$ cat src/hdl/bpc_pkg.sv
`default_nettype none

package bpc_pkg;

    localparam int unsigned QUEUE_DEPTH = 2;

    localparam int unsigned RAW_W    = 20;
    localparam int unsigned CNT_W    = 8;
    localparam int unsigned STATUS_W = 3;
    localparam int unsigned TEMP_W   = 16;
    localparam int unsigned PRES_W   = 28;
    localparam int unsigned IDX_W    = 4;
    localparam int unsigned CFG_W    = 64;

    localparam int unsigned MUL_A_W = 32;
    localparam int unsigned MUL_B_W = 64;
    localparam int unsigned MUL_P_W = 96;
    localparam int unsigned DIV_N_W = 128;
    localparam int unsigned DIV_D_W = 64;

    localparam logic [DIV_D_W-1:0] PF_CAP = 64'd1 << 38;

    localparam logic [STATUS_W-1:0] STATUS_OK         = 3'd0;
    localparam logic [STATUS_W-1:0] STATUS_ZERO_DIV   = 3'd1;
    localparam logic [STATUS_W-1:0] STATUS_PRES_BOUND = 3'd2;
    localparam logic [STATUS_W-1:0] STATUS_TEMP_BOUND = 3'd3;
    localparam logic [STATUS_W-1:0] STATUS_STALE      = 3'd4;

    localparam logic [IDX_W-1:0] REG_TRIM_A      = 4'd0;
    localparam logic [IDX_W-1:0] REG_TRIM_B      = 4'd1;
    localparam logic [IDX_W-1:0] REG_TRIM_C      = 4'd2;
    localparam logic [IDX_W-1:0] REG_STALE_LIMIT = 4'd3;
    localparam logic [IDX_W-1:0] REG_PRES_MIN    = 4'd4;
    localparam logic [IDX_W-1:0] REG_PRES_MAX    = 4'd5;
    localparam logic [IDX_W-1:0] REG_TEMP_MIN    = 4'd6;
    localparam logic [IDX_W-1:0] REG_TEMP_MAX    = 4'd7;

    localparam logic [7:0]  RST_STALE_LIMIT = 8'd10;
    localparam logic [19:0] RST_PRES_MIN    = 20'd30000;
    localparam logic [19:0] RST_PRES_MAX    = 20'd110000;
    localparam logic [8:0]  RST_TEMP_MIN    = 9'd233;
    localparam logic [8:0]  RST_TEMP_MAX    = 9'd368;

    typedef struct packed {
        logic [CFG_W-1:0] trim_a;
        logic [CFG_W-1:0] trim_b;
        logic [CFG_W-1:0] trim_c;
        logic [7:0]       stale_limit;
        logic [19:0]      pressure_min;
        logic [19:0]      pressure_max;
        logic [8:0]       temp_min;
        logic [8:0]       temp_max;
    } cfg_t;

    typedef struct packed {
        logic [RAW_W-1:0] raw_pressure;
        logic [RAW_W-1:0] raw_temperature;
        logic [CNT_W-1:0] repeat_count;
    } sample_t;

    typedef struct packed {
        logic                       start;
        logic signed [MUL_A_W-1:0] a;
        logic signed [MUL_B_W-1:0] b;
    } mul_req_t;

    typedef struct packed {
        logic                       done;
        logic signed [MUL_P_W-1:0] p;
    } mul_rsp_t;

    typedef struct packed {
        logic               start;
        logic [DIV_N_W-1:0] num;
        logic [DIV_D_W-1:0] den;
    } div_req_t;

    typedef struct packed {
        logic               done;
        logic [DIV_D_W-1:0] q;
    } div_rsp_t;

    // round to nearest, ties toward plus infinity
    function automatic logic signed [MUL_P_W-1:0] rnd96(input logic signed [MUL_P_W-1:0] v,
                                                          input int unsigned s);
        logic signed [MUL_P_W-1:0] half;
        half = 96'sd1 <<< (s - 1);
        return (v + half) >>> s;
    endfunction

endpackage

`default_nettype wire

$ cat src/hdl/bpc_if.sv
`default_nettype none

interface bpc_sample_if;
    import bpc_pkg::*;
    logic             valid;
    logic             ready;
    logic [RAW_W-1:0] raw_pressure;
    logic [RAW_W-1:0] raw_temperature;
    modport source(output valid, raw_pressure, raw_temperature, input ready);
    modport sink(input valid, raw_pressure, raw_temperature, output ready);
endinterface

interface bpc_result_if;
    import bpc_pkg::*;
    logic                valid;
    logic                ready;
    logic [STATUS_W-1:0] status;
    logic [TEMP_W-1:0]   temperature_out;
    logic [PRES_W-1:0]   pressure_out;
    modport source(output valid, status, temperature_out, pressure_out, input ready);
    modport sink(input valid, status, temperature_out, pressure_out, output ready);
endinterface

interface bpc_cfg_if;
    import bpc_pkg::*;
    logic             valid;
    logic             ready;
    logic [IDX_W-1:0] index;
    logic [CFG_W-1:0] data;
    modport source(output valid, index, data, input ready);
    modport sink(input valid, index, data, output ready);
endinterface

`default_nettype wire

$ cat src/hdl/baro_pressure_temp_compensation.sv
// Barometric pressure and temperature compensation. Raw 20-bit pressure and
// temperature words enter on the sensor channel, pass a repeat detector and a
// short queue, and are compensated one at a time by a back end built around a
// bit-serial 32x64 multiplier (up to ten products a word) and a 128-step
// divider; the pressure pass is skipped when the divisor is zero. The queue
// lets the sensor side keep delivering while a word is in flight and a finished
// result waits on the result channel. Trimming words and limits must be written
// on the cfg channel only while the block is idle; the user is bound by this,
// the block itself does not enforce it. Indexes beyond the register list are
// ignored.
`default_nettype none

module baro_pressure_temp_compensation #(
    parameter int unsigned QueueDepth = bpc_pkg::QUEUE_DEPTH
) (
    input  wire logic     clk,
    input  wire logic     rst_n,
    bpc_cfg_if.sink       cfg,
    bpc_sample_if.sink    sensor,
    bpc_result_if.source  result
);
    import bpc_pkg::*;

    logic [CFG_W-1:0] trim_a_reg;
    logic [CFG_W-1:0] trim_b_reg;
    logic [CFG_W-1:0] trim_c_reg;
    logic [7:0]       stale_limit_reg;
    logic [19:0]      pres_min_reg;
    logic [19:0]      pres_max_reg;
    logic [8:0]       temp_min_reg;
    logic [8:0]       temp_max_reg;
    cfg_t             cfg_word;

    sample_t  push_data;
    logic     push_valid;
    logic     push_ready;
    sample_t  pop_data;
    logic     pop_valid;
    logic     pop_ready;
    mul_req_t mul_req;
    mul_rsp_t mul_rsp;
    div_req_t div_req;
    div_rsp_t div_rsp;

    assign cfg.ready = 1'b1;
    assign cfg_word  = '{trim_a: trim_a_reg, trim_b: trim_b_reg, trim_c: trim_c_reg,
                         stale_limit: stale_limit_reg,
                         pressure_min: pres_min_reg, pressure_max: pres_max_reg,
                         temp_min: temp_min_reg, temp_max: temp_max_reg};

    always_ff @(posedge clk or negedge rst_n)
    begin
        if (!rst_n)
        begin
            trim_a_reg      <= '0;
            trim_b_reg      <= '0;
            trim_c_reg      <= '0;
            stale_limit_reg <= RST_STALE_LIMIT;
            pres_min_reg    <= RST_PRES_MIN;
            pres_max_reg    <= RST_PRES_MAX;
            temp_min_reg    <= RST_TEMP_MIN;
            temp_max_reg    <= RST_TEMP_MAX;
        end
        else if (cfg.valid)
        begin
            unique case (cfg.index)
                REG_TRIM_A:      trim_a_reg      <= cfg.data;
                REG_TRIM_B:      trim_b_reg      <= cfg.data;
                REG_TRIM_C:      trim_c_reg      <= cfg.data;
                REG_STALE_LIMIT: stale_limit_reg <= cfg.data[7:0];
                REG_PRES_MIN:    pres_min_reg    <= cfg.data[19:0];
                REG_PRES_MAX:    pres_max_reg    <= cfg.data[19:0];
                REG_TEMP_MIN:    temp_min_reg    <= cfg.data[8:0];
                REG_TEMP_MAX:    temp_max_reg    <= cfg.data[8:0];
                default:         ;
            endcase
        end
    end

    bpc_front u_front (
        .clk        (clk),
        .rst_n      (rst_n),
        .sensor     (sensor),
        .push_data  (push_data),
        .push_valid (push_valid),
        .push_ready (push_ready)
    );

    bpc_queue #(
        .Depth (QueueDepth)
    ) u_queue (
        .clk        (clk),
        .rst_n      (rst_n),
        .push_valid (push_valid),
        .push_data  (push_data),
        .push_ready (push_ready),
        .pop_valid  (pop_valid),
        .pop_data   (pop_data),
        .pop_ready  (pop_ready)
    );

    bpc_mul u_mul (
        .clk   (clk),
        .rst_n (rst_n),
        .req   (mul_req),
        .rsp   (mul_rsp)
    );

    bpc_div u_div (
        .clk   (clk),
        .rst_n (rst_n),
        .req   (div_req),
        .rsp   (div_rsp)
    );

    bpc_back u_back (
        .clk       (clk),
        .rst_n     (rst_n),
        .cfg       (cfg_word),
        .pop_valid (pop_valid),
        .pop_data  (pop_data),
        .pop_ready (pop_ready),
        .mul_req   (mul_req),
        .mul_rsp   (mul_rsp),
        .div_req   (div_req),
        .div_rsp   (div_rsp),
        .result    (result)
    );

endmodule

`default_nettype wire

$ cat src/hdl/bpc_front.sv
`default_nettype none

module bpc_front (
    input  wire logic        clk,
    input  wire logic        rst_n,
    bpc_sample_if.sink       sensor,
    output bpc_pkg::sample_t push_data,
    output logic             push_valid,
    input  wire logic        push_ready
);
    import bpc_pkg::*;

    logic [RAW_W-1:0] last_p_reg;
    logic [RAW_W-1:0] last_t_reg;
    logic [CNT_W-1:0] count_reg;
    logic [CNT_W-1:0] count_next;
    logic             same;
    logic             accept;

    assign sensor.ready = push_ready;
    assign accept       = sensor.valid & push_ready;
    assign same         = (sensor.raw_pressure == last_p_reg) &&
                          (sensor.raw_temperature == last_t_reg);

    always_comb
    begin
        if (!same)
        begin
            count_next = '0;
        end
        else if (count_reg == {CNT_W{1'b1}})
        begin
            count_next = count_reg;
        end
        else
        begin
            count_next = count_reg + 1'b1;
        end
    end

    assign push_valid = sensor.valid;
    assign push_data  = '{raw_pressure: sensor.raw_pressure,
                          raw_temperature: sensor.raw_temperature,
                          repeat_count: count_next};

    always_ff @(posedge clk or negedge rst_n)
    begin
        if (!rst_n)
        begin
            last_p_reg <= '0;
            last_t_reg <= '0;
            count_reg  <= '0;
        end
        else if (accept)
        begin
            last_p_reg <= sensor.raw_pressure;
            last_t_reg <= sensor.raw_temperature;
            count_reg  <= count_next;
        end
    end

endmodule

`default_nettype wire

$ cat src/hdl/bpc_queue.sv
`default_nettype none

module bpc_queue #(
    parameter int unsigned Depth = bpc_pkg::QUEUE_DEPTH
) (
    input  wire logic             clk,
    input  wire logic             rst_n,
    input  wire logic             push_valid,
    input  wire bpc_pkg::sample_t push_data,
    output logic                  push_ready,
    output logic                  pop_valid,
    output bpc_pkg::sample_t      pop_data,
    input  wire logic             pop_ready
);
    import bpc_pkg::*;

    localparam int unsigned PtrW = $clog2(Depth);
    localparam int unsigned CntW = $clog2(Depth + 1);

    sample_t             mem_reg [Depth];
    logic [PtrW-1:0]     wr_ptr_reg;
    logic [PtrW-1:0]     rd_ptr_reg;
    logic [CntW-1:0]     count_reg;
    logic                do_push;
    logic                do_pop;

    assign push_ready = count_reg != CntW'(Depth);
    assign pop_valid  = count_reg != '0;
    assign pop_data   = mem_reg[rd_ptr_reg];
    assign do_push    = push_valid & push_ready;
    assign do_pop     = pop_valid & pop_ready;

    always_ff @(posedge clk or negedge rst_n)
    begin
        if (!rst_n)
        begin
            wr_ptr_reg <= '0;
            rd_ptr_reg <= '0;
            count_reg  <= '0;
        end
        else
        begin
            if (do_push)
            begin
                wr_ptr_reg <= (wr_ptr_reg == PtrW'(Depth - 1)) ? '0 : wr_ptr_reg + 1'b1;
            end
            if (do_pop)
            begin
                rd_ptr_reg <= (rd_ptr_reg == PtrW'(Depth - 1)) ? '0 : rd_ptr_reg + 1'b1;
            end
            if (do_push && !do_pop)
            begin
                count_reg <= count_reg + 1'b1;
            end
            else if (!do_push && do_pop)
            begin
                count_reg <= count_reg - 1'b1;
            end
        end
    end

    always_ff @(posedge clk)
    begin
        if (do_push)
        begin
            mem_reg[wr_ptr_reg] <= push_data;
        end
    end

endmodule

`default_nettype wire

$ cat src/hdl/bpc_mul.sv
`default_nettype none

// shift-add signed multiplier, one bit of a per cycle
module bpc_mul (
    input  wire logic              clk,
    input  wire logic              rst_n,
    input  wire bpc_pkg::mul_req_t req,
    output bpc_pkg::mul_rsp_t      rsp
);
    import bpc_pkg::*;

    localparam int unsigned CntW = $clog2(MUL_A_W);
    localparam logic [CntW-1:0] LastCnt = CntW'(MUL_A_W - 1);

    logic                      busy_reg;
    logic                      done_reg;
    logic [CntW-1:0]           cnt_reg;
    logic [MUL_A_W-1:0]        a_reg;
    logic signed [MUL_P_W-1:0] b_reg;
    logic signed [MUL_P_W-1:0] acc_reg;

    assign rsp = '{done: done_reg, p: acc_reg};

    always_ff @(posedge clk or negedge rst_n)
    begin
        if (!rst_n)
        begin
            busy_reg <= 1'b0;
            done_reg <= 1'b0;
            cnt_reg  <= '0;
        end
        else
        begin
            done_reg <= 1'b0;
            if (req.start)
            begin
                busy_reg <= 1'b1;
                cnt_reg  <= '0;
            end
            else if (busy_reg)
            begin
                cnt_reg <= cnt_reg + 1'b1;
                if (cnt_reg == LastCnt)
                begin
                    busy_reg <= 1'b0;
                    done_reg <= 1'b1;
                end
            end
        end
    end

    always_ff @(posedge clk)
    begin
        if (req.start)
        begin
            a_reg   <= req.a;
            b_reg   <= MUL_P_W'(req.b);
            acc_reg <= '0;
        end
        else if (busy_reg)
        begin
            // top bit of a carries negative weight
            if (a_reg[0])
            begin
                acc_reg <= (cnt_reg == LastCnt) ? acc_reg - b_reg : acc_reg + b_reg;
            end
            b_reg <= b_reg <<< 1;
            a_reg <= a_reg >> 1;
        end
    end

endmodule

`default_nettype wire

$ cat src/hdl/bpc_div.sv
`default_nettype none

// restoring divider, 64-bit remainder, rounded and clamped quotient
module bpc_div (
    input  wire logic              clk,
    input  wire logic              rst_n,
    input  wire bpc_pkg::div_req_t req,
    output bpc_pkg::div_rsp_t      rsp
);
    import bpc_pkg::*;

    localparam int unsigned CntW = $clog2(DIV_N_W);
    localparam logic [CntW-1:0] LastCnt = CntW'(DIV_N_W - 1);

    logic               busy_reg;
    logic               fin_reg;
    logic               done_reg;
    logic [CntW-1:0]    cnt_reg;
    logic [DIV_N_W-1:0] num_reg;
    logic [DIV_D_W-1:0] den_reg;
    logic [DIV_D_W-1:0] r_reg;
    logic [DIV_D_W-1:0] q_reg;
    logic               sat_reg;

    logic [DIV_D_W-1:0] r_shift;
    logic [DIV_D_W-1:0] q_shift;
    logic               ge;
    logic [DIV_D_W-1:0] q_rnd;
    logic [DIV_D_W-1:0] q_fin;

    assign rsp     = '{done: done_reg, q: q_reg};
    assign r_shift = {r_reg[DIV_D_W-2:0], num_reg[DIV_N_W-1]};
    assign q_shift = {q_reg[DIV_D_W-2:0], 1'b0};
    assign ge      = r_shift >= den_reg;
    assign q_rnd   = q_reg + DIV_D_W'(!sat_reg && (r_reg >= den_reg - r_reg));
    assign q_fin   = (sat_reg || q_rnd > PF_CAP) ? PF_CAP : q_rnd;

    always_ff @(posedge clk or negedge rst_n)
    begin
        if (!rst_n)
        begin
            busy_reg <= 1'b0;
            fin_reg  <= 1'b0;
            done_reg <= 1'b0;
            cnt_reg  <= '0;
        end
        else
        begin
            done_reg <= 1'b0;
            if (req.start)
            begin
                busy_reg <= 1'b1;
                fin_reg  <= 1'b0;
                cnt_reg  <= '0;
            end
            else if (busy_reg && fin_reg)
            begin
                busy_reg <= 1'b0;
                fin_reg  <= 1'b0;
                done_reg <= 1'b1;
            end
            else if (busy_reg)
            begin
                cnt_reg <= cnt_reg + 1'b1;
                if (cnt_reg == LastCnt)
                begin
                    fin_reg <= 1'b1;
                end
            end
        end
    end

    always_ff @(posedge clk)
    begin
        if (req.start)
        begin
            num_reg <= req.num;
            den_reg <= req.den;
            r_reg   <= '0;
            q_reg   <= '0;
            sat_reg <= 1'b0;
        end
        else if (busy_reg && fin_reg)
        begin
            q_reg <= q_fin;
        end
        else if (busy_reg)
        begin
            num_reg <= num_reg << 1;
            sat_reg <= sat_reg | (q_reg[DIV_D_W-1:DIV_D_W-2] != 2'b00);
            r_reg   <= ge ? r_shift - den_reg : r_shift;
            q_reg   <= q_shift | DIV_D_W'(ge);
        end
    end

endmodule

`default_nettype wire

$ cat src/hdl/bpc_back.sv
`default_nettype none

module bpc_back (
    input  wire logic              clk,
    input  wire logic              rst_n,
    input  wire bpc_pkg::cfg_t     cfg,
    input  wire logic              pop_valid,
    input  wire bpc_pkg::sample_t  pop_data,
    output logic                   pop_ready,
    output bpc_pkg::mul_req_t      mul_req,
    input  wire bpc_pkg::mul_rsp_t mul_rsp,
    output bpc_pkg::div_req_t      div_req,
    input  wire bpc_pkg::div_rsp_t div_rsp,
    bpc_result_if.source           result
);
    import bpc_pkg::*;

    typedef enum logic [3:0] {
        ST_IDLE, ST_TMUL1, ST_TMUL2, ST_X1A, ST_X1B, ST_YA, ST_YB,
        ST_DEN, ST_NUM, ST_DIV, ST_PA, ST_PB, ST_DONE
    } state_t;

    state_t                    state_reg;
    logic [RAW_W-1:0]          rp_reg;
    logic [CNT_W-1:0]          cnt_reg;
    logic signed [21:0]        ofs_reg;
    logic signed [30:0]        d_reg;
    logic signed [23:0]        temp_h_reg;
    logic signed [56:0]        x1_reg;
    logic                      n_neg_reg;
    logic                      y_neg_reg;
    logic [DIV_D_W-1:0]        mag_n_reg;
    logic [DIV_D_W-1:0]        den_reg;
    logic signed [27:0]        e_reg;
    logic                      mul_start_reg;
    logic signed [MUL_A_W-1:0] mul_a_reg;
    logic signed [MUL_B_W-1:0] mul_b_reg;
    logic                      div_start_reg;
    logic [DIV_N_W-1:0]        div_num_reg;
    logic [STATUS_W-1:0]       res_status_reg;
    logic [TEMP_W-1:0]         res_temp_reg;
    logic [PRES_W-1:0]         res_pres_reg;
    logic                      out_valid_reg;
    logic [STATUS_W-1:0]       out_status_reg;
    logic [TEMP_W-1:0]         out_temp_reg;
    logic [PRES_W-1:0]         out_pres_reg;

    logic [16:0]               t1;
    logic signed [15:0]        t2, t3, p2, p3, p4, p5, p6, p7, p8, p9;
    logic [15:0]               p1;
    logic signed [MUL_P_W-1:0] p;
    logic signed [21:0]        ofs_c;
    logic signed [MUL_P_W-1:0] sum_c;
    logic signed [MUL_P_W-1:0] tf16_c;
    logic signed [MUL_P_W-1:0] temp_c;
    logic signed [MUL_P_W-1:0] d_c;
    logic signed [MUL_P_W-1:0] x1_c;
    logic signed [MUL_P_W-1:0] y_c;
    logic signed [MUL_P_W-1:0] n_c;
    logic [DIV_D_W-1:0]        mag_y_c;
    logic [DIV_D_W-1:0]        mag_n_c;
    logic signed [MUL_P_W-1:0] pf_c;
    logic signed [MUL_P_W-1:0] e_c;
    logic signed [MUL_P_W-1:0] pq8_c;
    logic [16:0]               tmin100;
    logic [16:0]               tmax100;
    logic [TEMP_W-1:0]         temp_sat;
    logic [PRES_W-1:0]         pres_sat;
    logic [STATUS_W-1:0]       status_c;

    assign t1 = {1'b0, cfg.trim_a[15:0]};
    assign t2 = $signed(cfg.trim_a[31:16]);
    assign t3 = $signed(cfg.trim_a[47:32]);
    assign p1 = cfg.trim_a[63:48];
    assign p2 = $signed(cfg.trim_b[15:0]);
    assign p3 = $signed(cfg.trim_b[31:16]);
    assign p4 = $signed(cfg.trim_b[47:32]);
    assign p5 = $signed(cfg.trim_b[63:48]);
    assign p6 = $signed(cfg.trim_c[15:0]);
    assign p7 = $signed(cfg.trim_c[31:16]);
    assign p8 = $signed(cfg.trim_c[47:32]);
    assign p9 = $signed(cfg.trim_c[63:48]);

    assign p         = mul_rsp.p;
    assign pop_ready = state_reg == ST_IDLE;
    assign mul_req   = '{start: mul_start_reg, a: mul_a_reg, b: mul_b_reg};
    assign div_req   = '{start: div_start_reg, num: div_num_reg, den: den_reg};

    assign result.valid           = out_valid_reg;
    assign result.status          = out_status_reg;
    assign result.temperature_out = out_temp_reg;
    assign result.pressure_out    = out_pres_reg;

    always_comb
    begin
        ofs_c   = $signed({2'b00, pop_data.raw_temperature}) - $signed({1'b0, t1, 4'b0000});
        tf16_c  = rnd96(p, 18);
        temp_c  = rnd96((tf16_c <<< 2) + tf16_c, 24) + 96'sd27300;
        d_c     = rnd96(tf16_c, 12) - 96'sd2048000;
        x1_c    = rnd96(p, 23) + (MUL_P_W'(p4) <<< 20) - (96'sd1 <<< 36);
        y_c     = rnd96(p, 23) + (96'sd1 <<< 40);
        n_c     = $signed(MUL_P_W'({rp_reg, 16'h0000})) + MUL_P_W'(x1_reg);
        mag_y_c = y_c[MUL_P_W-1] ? DIV_D_W'(-y_c) : DIV_D_W'(y_c);
        mag_n_c = n_c[MUL_P_W-1] ? DIV_D_W'(-n_c) : DIV_D_W'(n_c);
        pf_c    = (n_neg_reg == y_neg_reg) ? -$signed(MUL_P_W'(div_rsp.q))
                                           : $signed(MUL_P_W'(div_rsp.q));
        e_c     = rnd96(pf_c, 12);
        pq8_c   = rnd96(p, 35) + (MUL_P_W'(p7) <<< 4);
        tmin100 = 17'(cfg.temp_min) * 17'd100;
        tmax100 = 17'(cfg.temp_max) * 17'd100;

        unique case (state_reg)
            ST_TMUL1: sum_c = p + (MUL_P_W'(t2) <<< 20);
            ST_X1A:   sum_c = p + (MUL_P_W'(p5) <<< 21);
            ST_YA:    sum_c = p + (MUL_P_W'(p2) <<< 24);
            ST_PA:    sum_c = p + (MUL_P_W'(p8) <<< 20) + (96'sd1 <<< 39);
            default:  sum_c = p;
        endcase

        if (temp_c < 0)
        begin
            temp_sat = '0;
        end
        else if (temp_c > 96'sd65535)
        begin
            temp_sat = '1;
        end
        else
        begin
            temp_sat = temp_c[TEMP_W-1:0];
        end

        if (pq8_c < 0)
        begin
            pres_sat = '0;
        end
        else if (pq8_c > 96'sd268435455)
        begin
            pres_sat = '1;
        end
        else
        begin
            pres_sat = pq8_c[PRES_W-1:0];
        end

        if (pq8_c < $signed(MUL_P_W'({cfg.pressure_min, 8'h00})) ||
            pq8_c > $signed(MUL_P_W'({cfg.pressure_max, 8'h00})))
        begin
            status_c = STATUS_PRES_BOUND;
        end
        else if (temp_h_reg < $signed({1'b0, tmin100}) ||
                 temp_h_reg > $signed({1'b0, tmax100}))
        begin
            status_c = STATUS_TEMP_BOUND;
        end
        else if (cnt_reg >= cfg.stale_limit)
        begin
            status_c = STATUS_STALE;
        end
        else
        begin
            status_c = STATUS_OK;
        end
    end

    always_ff @(posedge clk or negedge rst_n)
    begin
        if (!rst_n)
        begin
            state_reg      <= ST_IDLE;
            mul_start_reg  <= 1'b0;
            div_start_reg  <= 1'b0;
            out_valid_reg  <= 1'b0;
            rp_reg         <= '0;
            cnt_reg        <= '0;
            ofs_reg        <= '0;
            d_reg          <= '0;
            temp_h_reg     <= '0;
            x1_reg         <= '0;
            n_neg_reg      <= 1'b0;
            y_neg_reg      <= 1'b0;
            mag_n_reg      <= '0;
            den_reg        <= '0;
            e_reg          <= '0;
            mul_a_reg      <= '0;
            mul_b_reg      <= '0;
            div_num_reg    <= '0;
            res_status_reg <= STATUS_OK;
            res_temp_reg   <= '0;
            res_pres_reg   <= '0;
            out_status_reg <= STATUS_OK;
            out_temp_reg   <= '0;
            out_pres_reg   <= '0;
        end
        else
        begin
            mul_start_reg <= 1'b0;
            div_start_reg <= 1'b0;
            if (out_valid_reg && result.ready)
            begin
                out_valid_reg <= 1'b0;
            end

            unique case (state_reg)
                ST_IDLE:
                begin
                    if (pop_valid)
                    begin
                        rp_reg        <= pop_data.raw_pressure;
                        cnt_reg       <= pop_data.repeat_count;
                        ofs_reg       <= ofs_c;
                        mul_a_reg     <= MUL_A_W'(ofs_c);
                        mul_b_reg     <= MUL_B_W'(t3);
                        mul_start_reg <= 1'b1;
                        state_reg     <= ST_TMUL1;
                    end
                end
                ST_TMUL1:
                begin
                    if (mul_rsp.done)
                    begin
                        mul_a_reg     <= MUL_A_W'(ofs_reg);
                        mul_b_reg     <= MUL_B_W'(sum_c);
                        mul_start_reg <= 1'b1;
                        state_reg     <= ST_TMUL2;
                    end
                end
                ST_TMUL2:
                begin
                    if (mul_rsp.done)
                    begin
                        temp_h_reg    <= 24'(temp_c);
                        res_temp_reg  <= temp_sat;
                        d_reg         <= 31'(d_c);
                        mul_a_reg     <= MUL_A_W'(d_c);
                        mul_b_reg     <= MUL_B_W'(p6);
                        mul_start_reg <= 1'b1;
                        state_reg     <= ST_X1A;
                    end
                end
                ST_X1A:
                begin
                    if (mul_rsp.done)
                    begin
                        mul_a_reg     <= MUL_A_W'(d_reg);
                        mul_b_reg     <= MUL_B_W'(sum_c);
                        mul_start_reg <= 1'b1;
                        state_reg     <= ST_X1B;
                    end
                end
                ST_X1B:
                begin
                    if (mul_rsp.done)
                    begin
                        x1_reg        <= 57'(x1_c);
                        mul_a_reg     <= MUL_A_W'(d_reg);
                        mul_b_reg     <= MUL_B_W'(p3);
                        mul_start_reg <= 1'b1;
                        state_reg     <= ST_YA;
                    end
                end
                ST_YA:
                begin
                    if (mul_rsp.done)
                    begin
                        mul_a_reg     <= MUL_A_W'(d_reg);
                        mul_b_reg     <= MUL_B_W'(sum_c);
                        mul_start_reg <= 1'b1;
                        state_reg     <= ST_YB;
                    end
                end
                ST_YB:
                begin
                    if (mul_rsp.done)
                    begin
                        if (p1 == '0 || y_c == '0)
                        begin
                            res_status_reg <= STATUS_ZERO_DIV;
                            res_pres_reg   <= '0;
                            state_reg      <= ST_DONE;
                        end
                        else
                        begin
                            y_neg_reg     <= y_c[MUL_P_W-1];
                            n_neg_reg     <= n_c[MUL_P_W-1];
                            mag_n_reg     <= mag_n_c;
                            mul_a_reg     <= $signed(MUL_A_W'(p1));
                            mul_b_reg     <= $signed(mag_y_c);
                            mul_start_reg <= 1'b1;
                            state_reg     <= ST_DEN;
                        end
                    end
                end
                ST_DEN:
                begin
                    if (mul_rsp.done)
                    begin
                        den_reg       <= p[DIV_D_W-1:0];
                        mul_a_reg     <= 32'sd100000;
                        mul_b_reg     <= $signed(mag_n_reg);
                        mul_start_reg <= 1'b1;
                        state_reg     <= ST_NUM;
                    end
                end
                ST_NUM:
                begin
                    if (mul_rsp.done)
                    begin
                        div_num_reg   <= {p[DIV_N_W-37:0], 36'h0};
                        div_start_reg <= 1'b1;
                        state_reg     <= ST_DIV;
                    end
                end
                ST_DIV:
                begin
                    if (div_rsp.done)
                    begin
                        e_reg         <= 28'(e_c);
                        mul_a_reg     <= MUL_A_W'(e_c);
                        mul_b_reg     <= MUL_B_W'(p9);
                        mul_start_reg <= 1'b1;
                        state_reg     <= ST_PA;
                    end
                end
                ST_PA:
                begin
                    if (mul_rsp.done)
                    begin
                        mul_a_reg     <= MUL_A_W'(e_reg);
                        mul_b_reg     <= MUL_B_W'(sum_c);
                        mul_start_reg <= 1'b1;
                        state_reg     <= ST_PB;
                    end
                end
                ST_PB:
                begin
                    if (mul_rsp.done)
                    begin
                        res_status_reg <= status_c;
                        res_pres_reg   <= pres_sat;
                        state_reg      <= ST_DONE;
                    end
                end
                ST_DONE:
                begin
                    if (!out_valid_reg || result.ready)
                    begin
                        out_valid_reg  <= 1'b1;
                        out_status_reg <= res_status_reg;
                        out_temp_reg   <= res_temp_reg;
                        out_pres_reg   <= res_pres_reg;
                        state_reg      <= ST_IDLE;
                    end
                end
                default:
                begin
                    state_reg <= ST_IDLE;
                end
            endcase
        end
    end

`ifndef NO_ASSERTIONS
    a_mul_done_when_waiting: assert property (@(posedge clk) disable iff (!rst_n)
        mul_rsp.done |-> (state_reg == ST_TMUL1 || state_reg == ST_TMUL2 ||
                          state_reg == ST_X1A || state_reg == ST_X1B ||
                          state_reg == ST_YA || state_reg == ST_YB ||
                          state_reg == ST_DEN || state_reg == ST_NUM ||
                          state_reg == ST_PA || state_reg == ST_PB))
        else $error("multiplier finished outside a wait state");
    a_div_done_when_waiting: assert property (@(posedge clk) disable iff (!rst_n)
        div_rsp.done |-> state_reg == ST_DIV)
        else $error("divider finished outside its wait state");
    a_zero_div_pressure: assert property (@(posedge clk) disable iff (!rst_n)
        (result.valid && result.status == STATUS_ZERO_DIV) |-> result.pressure_out == '0)
        else $error("zero divisor word carries nonzero pressure");
    a_pop_starts_work: assert property (@(posedge clk) disable iff (!rst_n)
        (pop_valid && pop_ready) |=> (state_reg == ST_TMUL1 && $past(mul_start_reg) == 1'b0))
        else $error("popped word did not start the temperature pass");
`endif

endmodule

`default_nettype wire

$ cat src/flat_wrapper.sv
// flat-port wrapper written by rule: the top's interface ports become plain ports
module baro_pressure_temp_compensation_flat import bpc_pkg::*;
#(
    parameter int unsigned QueueDepth = bpc_pkg::QUEUE_DEPTH
)
  (clk, rst_n, cfg_valid, cfg_index, cfg_data, cfg_ready, sensor_valid, sensor_raw_pressure, sensor_raw_temperature, sensor_ready, result_valid, result_status, result_temperature_out, result_pressure_out, result_ready);
  bpc_cfg_if cfg_i ();
  bpc_sample_if sensor_i ();
  bpc_result_if result_i ();
  input  wire logic clk;
  input  wire logic rst_n;
  input wire logic [$bits(cfg_i.valid)-1:0] cfg_valid;
  input wire logic [$bits(cfg_i.index)-1:0] cfg_index;
  input wire logic [$bits(cfg_i.data)-1:0] cfg_data;
  output wire logic [$bits(cfg_i.ready)-1:0] cfg_ready;
  input wire logic [$bits(sensor_i.valid)-1:0] sensor_valid;
  input wire logic [$bits(sensor_i.raw_pressure)-1:0] sensor_raw_pressure;
  input wire logic [$bits(sensor_i.raw_temperature)-1:0] sensor_raw_temperature;
  output wire logic [$bits(sensor_i.ready)-1:0] sensor_ready;
  output wire logic [$bits(result_i.valid)-1:0] result_valid;
  output wire logic [$bits(result_i.status)-1:0] result_status;
  output wire logic [$bits(result_i.temperature_out)-1:0] result_temperature_out;
  output wire logic [$bits(result_i.pressure_out)-1:0] result_pressure_out;
  input wire logic [$bits(result_i.ready)-1:0] result_ready;
  assign cfg_i.valid = cfg_valid;
  assign cfg_i.index = cfg_index;
  assign cfg_i.data = cfg_data;
  assign cfg_ready = cfg_i.ready;
  assign sensor_i.valid = sensor_valid;
  assign sensor_i.raw_pressure = sensor_raw_pressure;
  assign sensor_i.raw_temperature = sensor_raw_temperature;
  assign sensor_ready = sensor_i.ready;
  assign result_valid = result_i.valid;
  assign result_status = result_i.status;
  assign result_temperature_out = result_i.temperature_out;
  assign result_pressure_out = result_i.pressure_out;
  assign result_i.ready = result_ready;
  baro_pressure_temp_compensation #(.QueueDepth(QueueDepth)) u_core (.clk(clk), .rst_n(rst_n), .cfg(cfg_i), .sensor(sensor_i), .result(result_i));
endmodule
$ cat config.mk
export PLATFORM = sky130hd
export DESIGN_NAME = baro_pressure_temp_compensation_flat
export DESIGN_NICKNAME = d
export VERILOG_FILES = /design/src/hdl/bpc_pkg.sv /design/src/hdl/bpc_if.sv /design/src/hdl/baro_pressure_temp_compensation.sv /design/src/hdl/bpc_front.sv /design/src/hdl/bpc_queue.sv /design/src/hdl/bpc_mul.sv /design/src/hdl/bpc_div.sv /design/src/hdl/bpc_back.sv /design/src/flat_wrapper.sv
export SDC_FILE = /design/constraint.sdc
export NUM_CORES = 2
export LEC_CHECK = 0
export BUFFER_PORTS_ARGS = -buffer_cell sky130_fd_sc_hd__buf_4
export CAP_MARGIN = 0
export CORE_MARGIN = 4
export CORE_UTILIZATION = 40
export DETAILED_ROUTE_END_ITERATION = 6
export HOLD_SLACK_MARGIN = 0.1
export MAX_ROUTING_LAYER = met4
export PLACE_DENSITY_LB_ADDON = 0.15
export SYNTH_ARGS = -nofsm -noshare
export SYNTH_HDL_FRONTEND = slang
export SYNTH_SLANG_ARGS = --single-unit
$ cat constraint.sdc
create_clock -name clk -period 9.8 [get_ports clk]
set_input_delay 1.47 -clock clk [delete_from_list [all_inputs] [get_ports clk]]
set_output_delay 1.47 -clock clk [all_outputs]
set_load 0.05 [all_outputs]
After elaboration in Yosys (flattened, before gate mapping)

Memories as Yosys holds them, arrays and structs flattened.
Index checks and enable logic that the tools add are counted.

Magnitude comparators: 12
Reduce and logical (&&, ||, !) cells: 58
Add/sub/neg operators: 35
Bitwise logic cells: 6
Multiply operators: 2
Eq/ne operators: 44
Mux-type cells: 102

Operators by type and width:

| cell                                                             | count |
|---|---|
| 64-bit two-way mux                                               | 14 |
| 64-bit one-hot mux with 7 select lines                           | 1 |
| 128-bit two-way mux                                              | 3 |
| 32-bit two-way mux                                               | 11 |
| 96-bit two-way mux                                               | 3 |
| 32-bit one-hot mux with 8 select lines                           | 1 |
| 64-bit one-hot mux with 3 select lines                           | 1 |
| 28-bit two-way mux                                               | 5 |
| 64-bit by 36-bit adder with 64-bit output                        | 2 |
| 64-bit greater-or-equal comparator                               | 2 |
| 64-bit subtractor                                                | 2 |
| 96-bit by 19-bit adder with 96-bit output, second input constant | 1 |
| 96-bit by 24-bit adder with 96-bit output, second input constant | 1 |
| 96-bit by 36-bit adder with 96-bit output, second input constant | 1 |
| 96-bit adder                                                     | 1 |
| 96-bit logical NOT                                               | 1 |
| 96-bit subtractor                                                | 1 |
| 44-bit by 13-bit adder with 44-bit output, second input constant | 2 |
| 81-bit by 25-bit adder with 82-bit output, second input constant | 1 |
| 80-bit by 78-bit adder with 81-bit output                        | 1 |
| 73-bit by 42-bit adder with 74-bit output, second input constant | 1 |
| 64-bit by 1-bit adder with 64-bit output                         | 1 |
| 64-bit by 37-bit adder with 64-bit output                        | 1 |
| 64-bit by 40-bit adder with 64-bit output                        | 1 |
| other kinds (74)                                                 | 200 |

Word-level logic and storage cells: 314
RAM bits: 96
Memories kept: 1
Flip-flop bits (word level): 1481
Input bits: 113

Memories:

| memory                 | words | width | read ports | clocked after Yosys merged registers in | wr ports | line            | text |
|---|---|---|---|---|---|---|---|
| u_core.u_queue.mem_reg | 2     | 48    | 1          | 0                                       | 1        | bpc_queue.sv:20 | `sample_t mem_reg [Depth];` |

Logic depth before layout (Yosys ltp)

Depth after elaboration: 8
Mapped depth: 51
Depth with buffers taken out: 50

By module

From an unflattened synthesis, not the netlist that was laid out.

Cell total of the unflattened synthesis: 13343
Area, all modules: 120991.0 µm²

Modules (own cells, without submodules):

| module                          | cells an instance | instances | area each (µm²) |
|---|---|---|---|
| bpc_back                        | 7626              | 1         | 62907.8 |
| bpc_div                         | 2655              | 1         | 23930.5 |
| bpc_mul                         | 1987              | 1         | 17102.7 |
| baro_pressure_temp_compensation | 556               | 1         | 10412.5 |
| bpc_queue                       | 167               | 1         | 3703.6 |
| bpc_front                       | 352               | 1         | 2934.1 |

Least setup slack after synthesis

Ideal clock, no wire load.

Kind: register to register
Start: register u_core.u_div.den_reg[1]
End: register u_core.u_div.q_reg[0]
Clock period less this slack: 10161 ps
Data required time: 9709 ps
Setup slack: -361 ps
Stages on the path, launching flop included: 48
Arrival: 10070 ps
Path through: edfxtp_1 -> ha_1 -> nor2b_1 -> o31ai_1 -> a21oi_1 -> nor4b_1 -> o211ai_1 -> o21ai_0 -> a2111oi_0 -> a41oi_1 -> o21ai_0 -> a41oi_1 -> o21ai_0 -> a21o_1 -> o21a_1 -> a41oi_1 -> nand2b_1 -> a21oi_1 -> (+12 left out) -> ha_1 -> ha_1 -> and2_1 -> or3_1 -> a21oi_1 -> a21oi_1 -> or4_1 -> nor4_1 -> o2111ai_1 -> a2111oi_0 -> o2111ai_1 -> nor4_1 -> a21oi_1 -> nor4b_1 -> clkbuf_1 -> clkbuf_1 -> nand3_1 -> a311oi_1

Word-level cells in the longest chain between the ends: 8

Ends and longest elaborated chain:

| what                                            | line          | text |
|---|---|---|
| from (decl)                                     | bpc_div.sv:20 | `logic [DIV_D_W-1:0] den_reg;` |
| from (signal assigned)                          | bpc_div.sv:78 | `den_reg <= req.den;` |
| 64-bit subtractor                               | bpc_div.sv:35 | `assign q_rnd = q_reg + DIV_D_W'(!sat_reg && (r_reg >= den_reg - r_reg));` |
| 64-bit greater-or-equal comparator              | bpc_div.sv:35 |  |
| 1-bit logical AND                               | bpc_div.sv:35 |  |
| 64-bit by 1-bit adder with 64-bit output        | bpc_div.sv:35 |  |
| 64-bit by 39-bit > comparator with 1-bit output | bpc_div.sv:36 | `assign q_fin = (sat_reg \|\| q_rnd > PF_CAP) ? PF_CAP : q_rnd;` |
| 1-bit logical OR                                | bpc_div.sv:36 |  |
| 64-bit two-way mux                              | bpc_div.sv:36 |  |
| 64-bit two-way mux *                            | bpc_div.sv:83 | `else if (busy_reg && fin_reg)` |
| to (signal assigned)                            | bpc_div.sv:85 | `q_reg <= q_fin;` |
| to (signal assigned)                            | bpc_div.sv:92 | `q_reg <= q_shift \| DIV_D_W'(ge);` |
| to (decl)                                       | bpc_div.sv:22 | `logic [DIV_D_W-1:0] q_reg;` |

Every way passes the cells marked *; elsewhere a longest branch is shown, timed or not. The select of a mux whose other input is x is not followed.
A chain may end at the register's enable or synchronous reset.

Worst setup path after layout

Start: register u_core.u_div.den_reg[2]
End: register u_core.u_div.q_reg[26]

Word-level cells in the longest chain between the ends: 8

Ends and longest elaborated chain:

| what                                            | line |
|---|---|
| 64-bit subtractor *                             | bpc_div.sv:35 |
| 64-bit greater-or-equal comparator *            | bpc_div.sv:35 |
| 1-bit logical AND *                             | bpc_div.sv:35 |
| 64-bit by 1-bit adder with 64-bit output *      | bpc_div.sv:35 |
| 64-bit by 39-bit > comparator with 1-bit output | bpc_div.sv:36 |
| 1-bit logical OR                                | bpc_div.sv:36 |
| 64-bit two-way mux *                            | bpc_div.sv:36 |
| 64-bit two-way mux *                            | bpc_div.sv:83 |

Every way passes the cells marked *; elsewhere a longest branch is shown, timed or not.

==> run metrics <==
Routability Congestion=0.993; basic-gate share of the synthesized area counting and, or, nand and nor cells=0.159; Synth async-reset ratio=0.607; number of nets in the synthesized netlist=13800; number of top-level design ports=163; summed instance area of the synthesized netlist=114000 um^2; Hold Startpoint=u_core.u_back.den_reg[49]; power per cell area=312 nW/um^2; leakage power summed over all cells=57.5 nW; top-count cell post-synth=sky130_fd_sc_hd__nand2_1; count of unique library cells instantiated by Yosys=109; result of the run=finished with violations; data arrival time at the worst-slack endpoint=10.58 ns; Post-Place Cells=16600; Largest stage delay, worst path=0.54 ns; maximum clock insertion buffer count=4; Fin Clk Skew=0.116 ns; cell occurring most often along the worst timing path=sky130_fd_sc_hd__buf_4; category of the worst setup path capture point=flop; average vias per placed instance=5.91; min Tclk post-route=9.85 ns; largest family of logic cells by synthesized area=compound AO/OA/AOI/OAI gates; die area=293000 um^2; clock net sink count=1540; routed wire length per instance=25.0 um; vias after detailed routing=100000; routed wire length=424 mm; clk slew on worst S/H paths=0.06 ns; floorplan die height=542 um; Final Non-Filler Cells=16900; worst-margin pin slew=1.30 ns; mean post-synth cell area=8.98 um^2; met1 usage in global routing=0.399; number of cells on the worst reg-to-reg path=50; P&R area growth vs syn=13.5%; total number of yosys warnings=0; cell count after synthesis=12700; sequential share of the synthesized area=0.345; footprint of the multi-input gates=70900 um^2; dominant cells by area after synthesis=sky130_fd_sc_hd__dfrtp_1 (20%), sky130_fd_sc_hd__ha_1 (11%), sky130_fd_sc_hd__edfxtp_1 (10%); R2R Setup Slk=-0.05 ns; wire length of the first global-routing pass=629 mm; 1st-pass router iterations=7; crit path kind=flop to flop; DPL Wire Length=327 mm; Layout Cell Area excl Fill=129000 um^2; Register Area=39400 um^2; path type of the worst min-delay path=flop to flop; root buffer cell=sky130_fd_sc_hd__clkbuf_16; via count of the first global-routing pass=96200; fin. max-slew vios=0; number of buffers inserted by port buffering=161; period utilisation layout=1.01; antenna-violating nets left=0; synthesized-area fraction occupied by xor and xnor cells=0.0885; post-synthesis adder-cell area fraction=0.110; number of setup violations in the final report=19; grt total ovfl=0; number of filler cells placed in the layout=27100; horizontal extent of the die=542 um; # nets final=14100; share of cells above drive strength 1=0.150; portion of netlist area occupied by mux cells=0.0711; most frequently used flop master after synthesis=sky130_fd_sc_hd__dfrtp_1; core footprint=283000 um^2; initial detailed-routing violation count=9065; initial core utilization=0.403; max-cap violation count=0; Fmax achieved=101 MHz; Std-Cell Rows=195; share of the synthesized area in the top cell type=0.199; met2 routing resource usage after global routing=0.429; startpoint types=flop; Residual DRC=6; Slowest cell on crit path=sky130_fd_sc_hd__or4_4; clock latency on the worst-skew pair=0.90 ns; pin count of the biggest net entering global routing=139; R2R Path End=u_core.u_div.q_reg[26]; count of flip-flops with a built-in enable after synthesis=380; number of flip-flops and latches in the synthesized netlist=1540; met3 Usage GRT=0.0390; area leader, netlist=sky130_fd_sc_hd__dfrtp_1; clock buffer count from CTS=184; final worst setup slack=-0.0532 ns; fraction of the mapped netlist area in compound gates=0.185; hold buffer count at CTS=0; maximum level of the CTS H-tree=4; RR Startpoint=u_core.u_div.den_reg[2]; crit-path max FO=8; RSZ-0062 raised after global routing=true; worst slew slack as a fraction of its limit=0.126; required time of the critical path=10.53 ns; VDD IR-drop max=0.171 mV; destination of the worst hold path=u_core.u_div.den_reg[49]; GRT Overall Usage=0.287; top cell types by occurrence after synthesis=sky130_fd_sc_hd__nand2_1 (1192), sky130_fd_sc_hd__a21oi_1 (1011), sky130_fd_sc_hd__ha_1 (969), sky130_fd_sc_hd__dfrtp_1 (908), sky130_fd_sc_hd__nor2_1 (841); failing checks=design-rule violations, negative setup slack; TritonCTS clock tree=built; hold violation count in the final report=0; most used routing layer=met2; standard cell area after detailed placement=122000 um^2; worst hold path cell count=0; number of antenna violations at the first check in global routing=25
-- per-layer routing --
metal	up-vias	wire length [um]	part of all wire
li1	46800	-	-
met1	49200	195000	0.46
met2	3449	183000	0.43
met3	683	28200	0.066
met4	0	17900	0.042
met5	-	0	0
-- cell usage in the layout (no fill, tap or decap), drive strengths merged, types with 169 or more instances in the layout --
cell,count
nand4,186
a21oi,1011
edfxtp,380
xor2,419
mux2,668
nand2,1192
o21ai,771
dfxtp,225
buf,719
clkbuf,263
ha,969
dfrtp,908
nand2b,169
nand3,321
inv,639
a21o,340
nor3,260
nor2,844
xnor2,732
-- logic make-up after synthesis --
family | after synthesis
buf+inv | 1213
other cells | 1
flops | 1540
fa+ha+maj | 988
xor+xnor | 1151
compound gates | 3327
mux | 726
simple gates | 3744
-- stage by stage --
step                setup WS, ns  power (mW)   util  TNS [ns]  hold WS, ns
detailed placement         -1.66        32.6  0.431    -59.78        0.427
finish                   -0.0532        40.3  0.457    -0.368        0.433
global route              -0.571        43.0  0.457    -19.84        0.447
CTS                       -0.187        40.2  0.456     -4.71        0.440
global placement           -1.77        32.4  0.431    -63.69        0.429
floorplan                 0.0479        24.7      -         0        0.419
-- how the worst max path moves through the flow --
stage | startpoint | end | cells past startpoint
floorplan | u_core.u_div.den_reg[1] | u_core.u_div.q_reg[0] | 47
detailed placement | u_core.u_div.den_reg[0] | u_core.u_div.q_reg[16] | 56
global placement | u_core.u_div.den_reg[0] | u_core.u_div.q_reg[14] | 56
finish | u_core.u_div.den_reg[2] | u_core.u_div.q_reg[26] | 50
global route | u_core.u_div.den_reg[2] | u_core.u_div.q_reg[2] | 51
CTS | u_core.u_div.den_reg[0] | u_core.u_div.q_reg[16] | 54
-- power by group --
part / switching (mW) / total [mW] / internal, mW
combinational: 14.8 / 23.6 / 8.86
sequential: 1.32 / 9.40 / 8.07
clock: 2.95 / 7.32 / 4.37
total: 19.0 / 40.3 / 21.3
-- timing repair --
item,CTS,global route
hold endpoints to repair,0,0
setup endpoints to repair,39,55
cloned,3,0
setup buffers,13,6
resized for setup,103,55
pin swaps,70,47
-- critical path, delay by kind of cell (launching register included) --
family | cells | cell delay, ns
AO/OA/AOI/OAI | 24 | 4.12
XOR/XNOR | 1 | 0.15
adder cells (fa/ha/maj) | 4 | 0.88
buffers and inverters | 9 | 1.56
flip-flops | 1 | 0.45
AND/OR/NAND/NOR | 12 | 2.53
-- final cells by class --
cell class,instances,share of cell area
Tap cell,3743,0.0362
Antenna cell,10,0.000193
Inverter,635,0.0185
Timing Repair Buffer,721,0.0435
Clock inverter,76,0.00844
Sequential cell,1540,0.304
Clock buffer,262,0.0411
Multi-Input combinational cell,9937,0.548
Power figures use the tool's default switching activity.
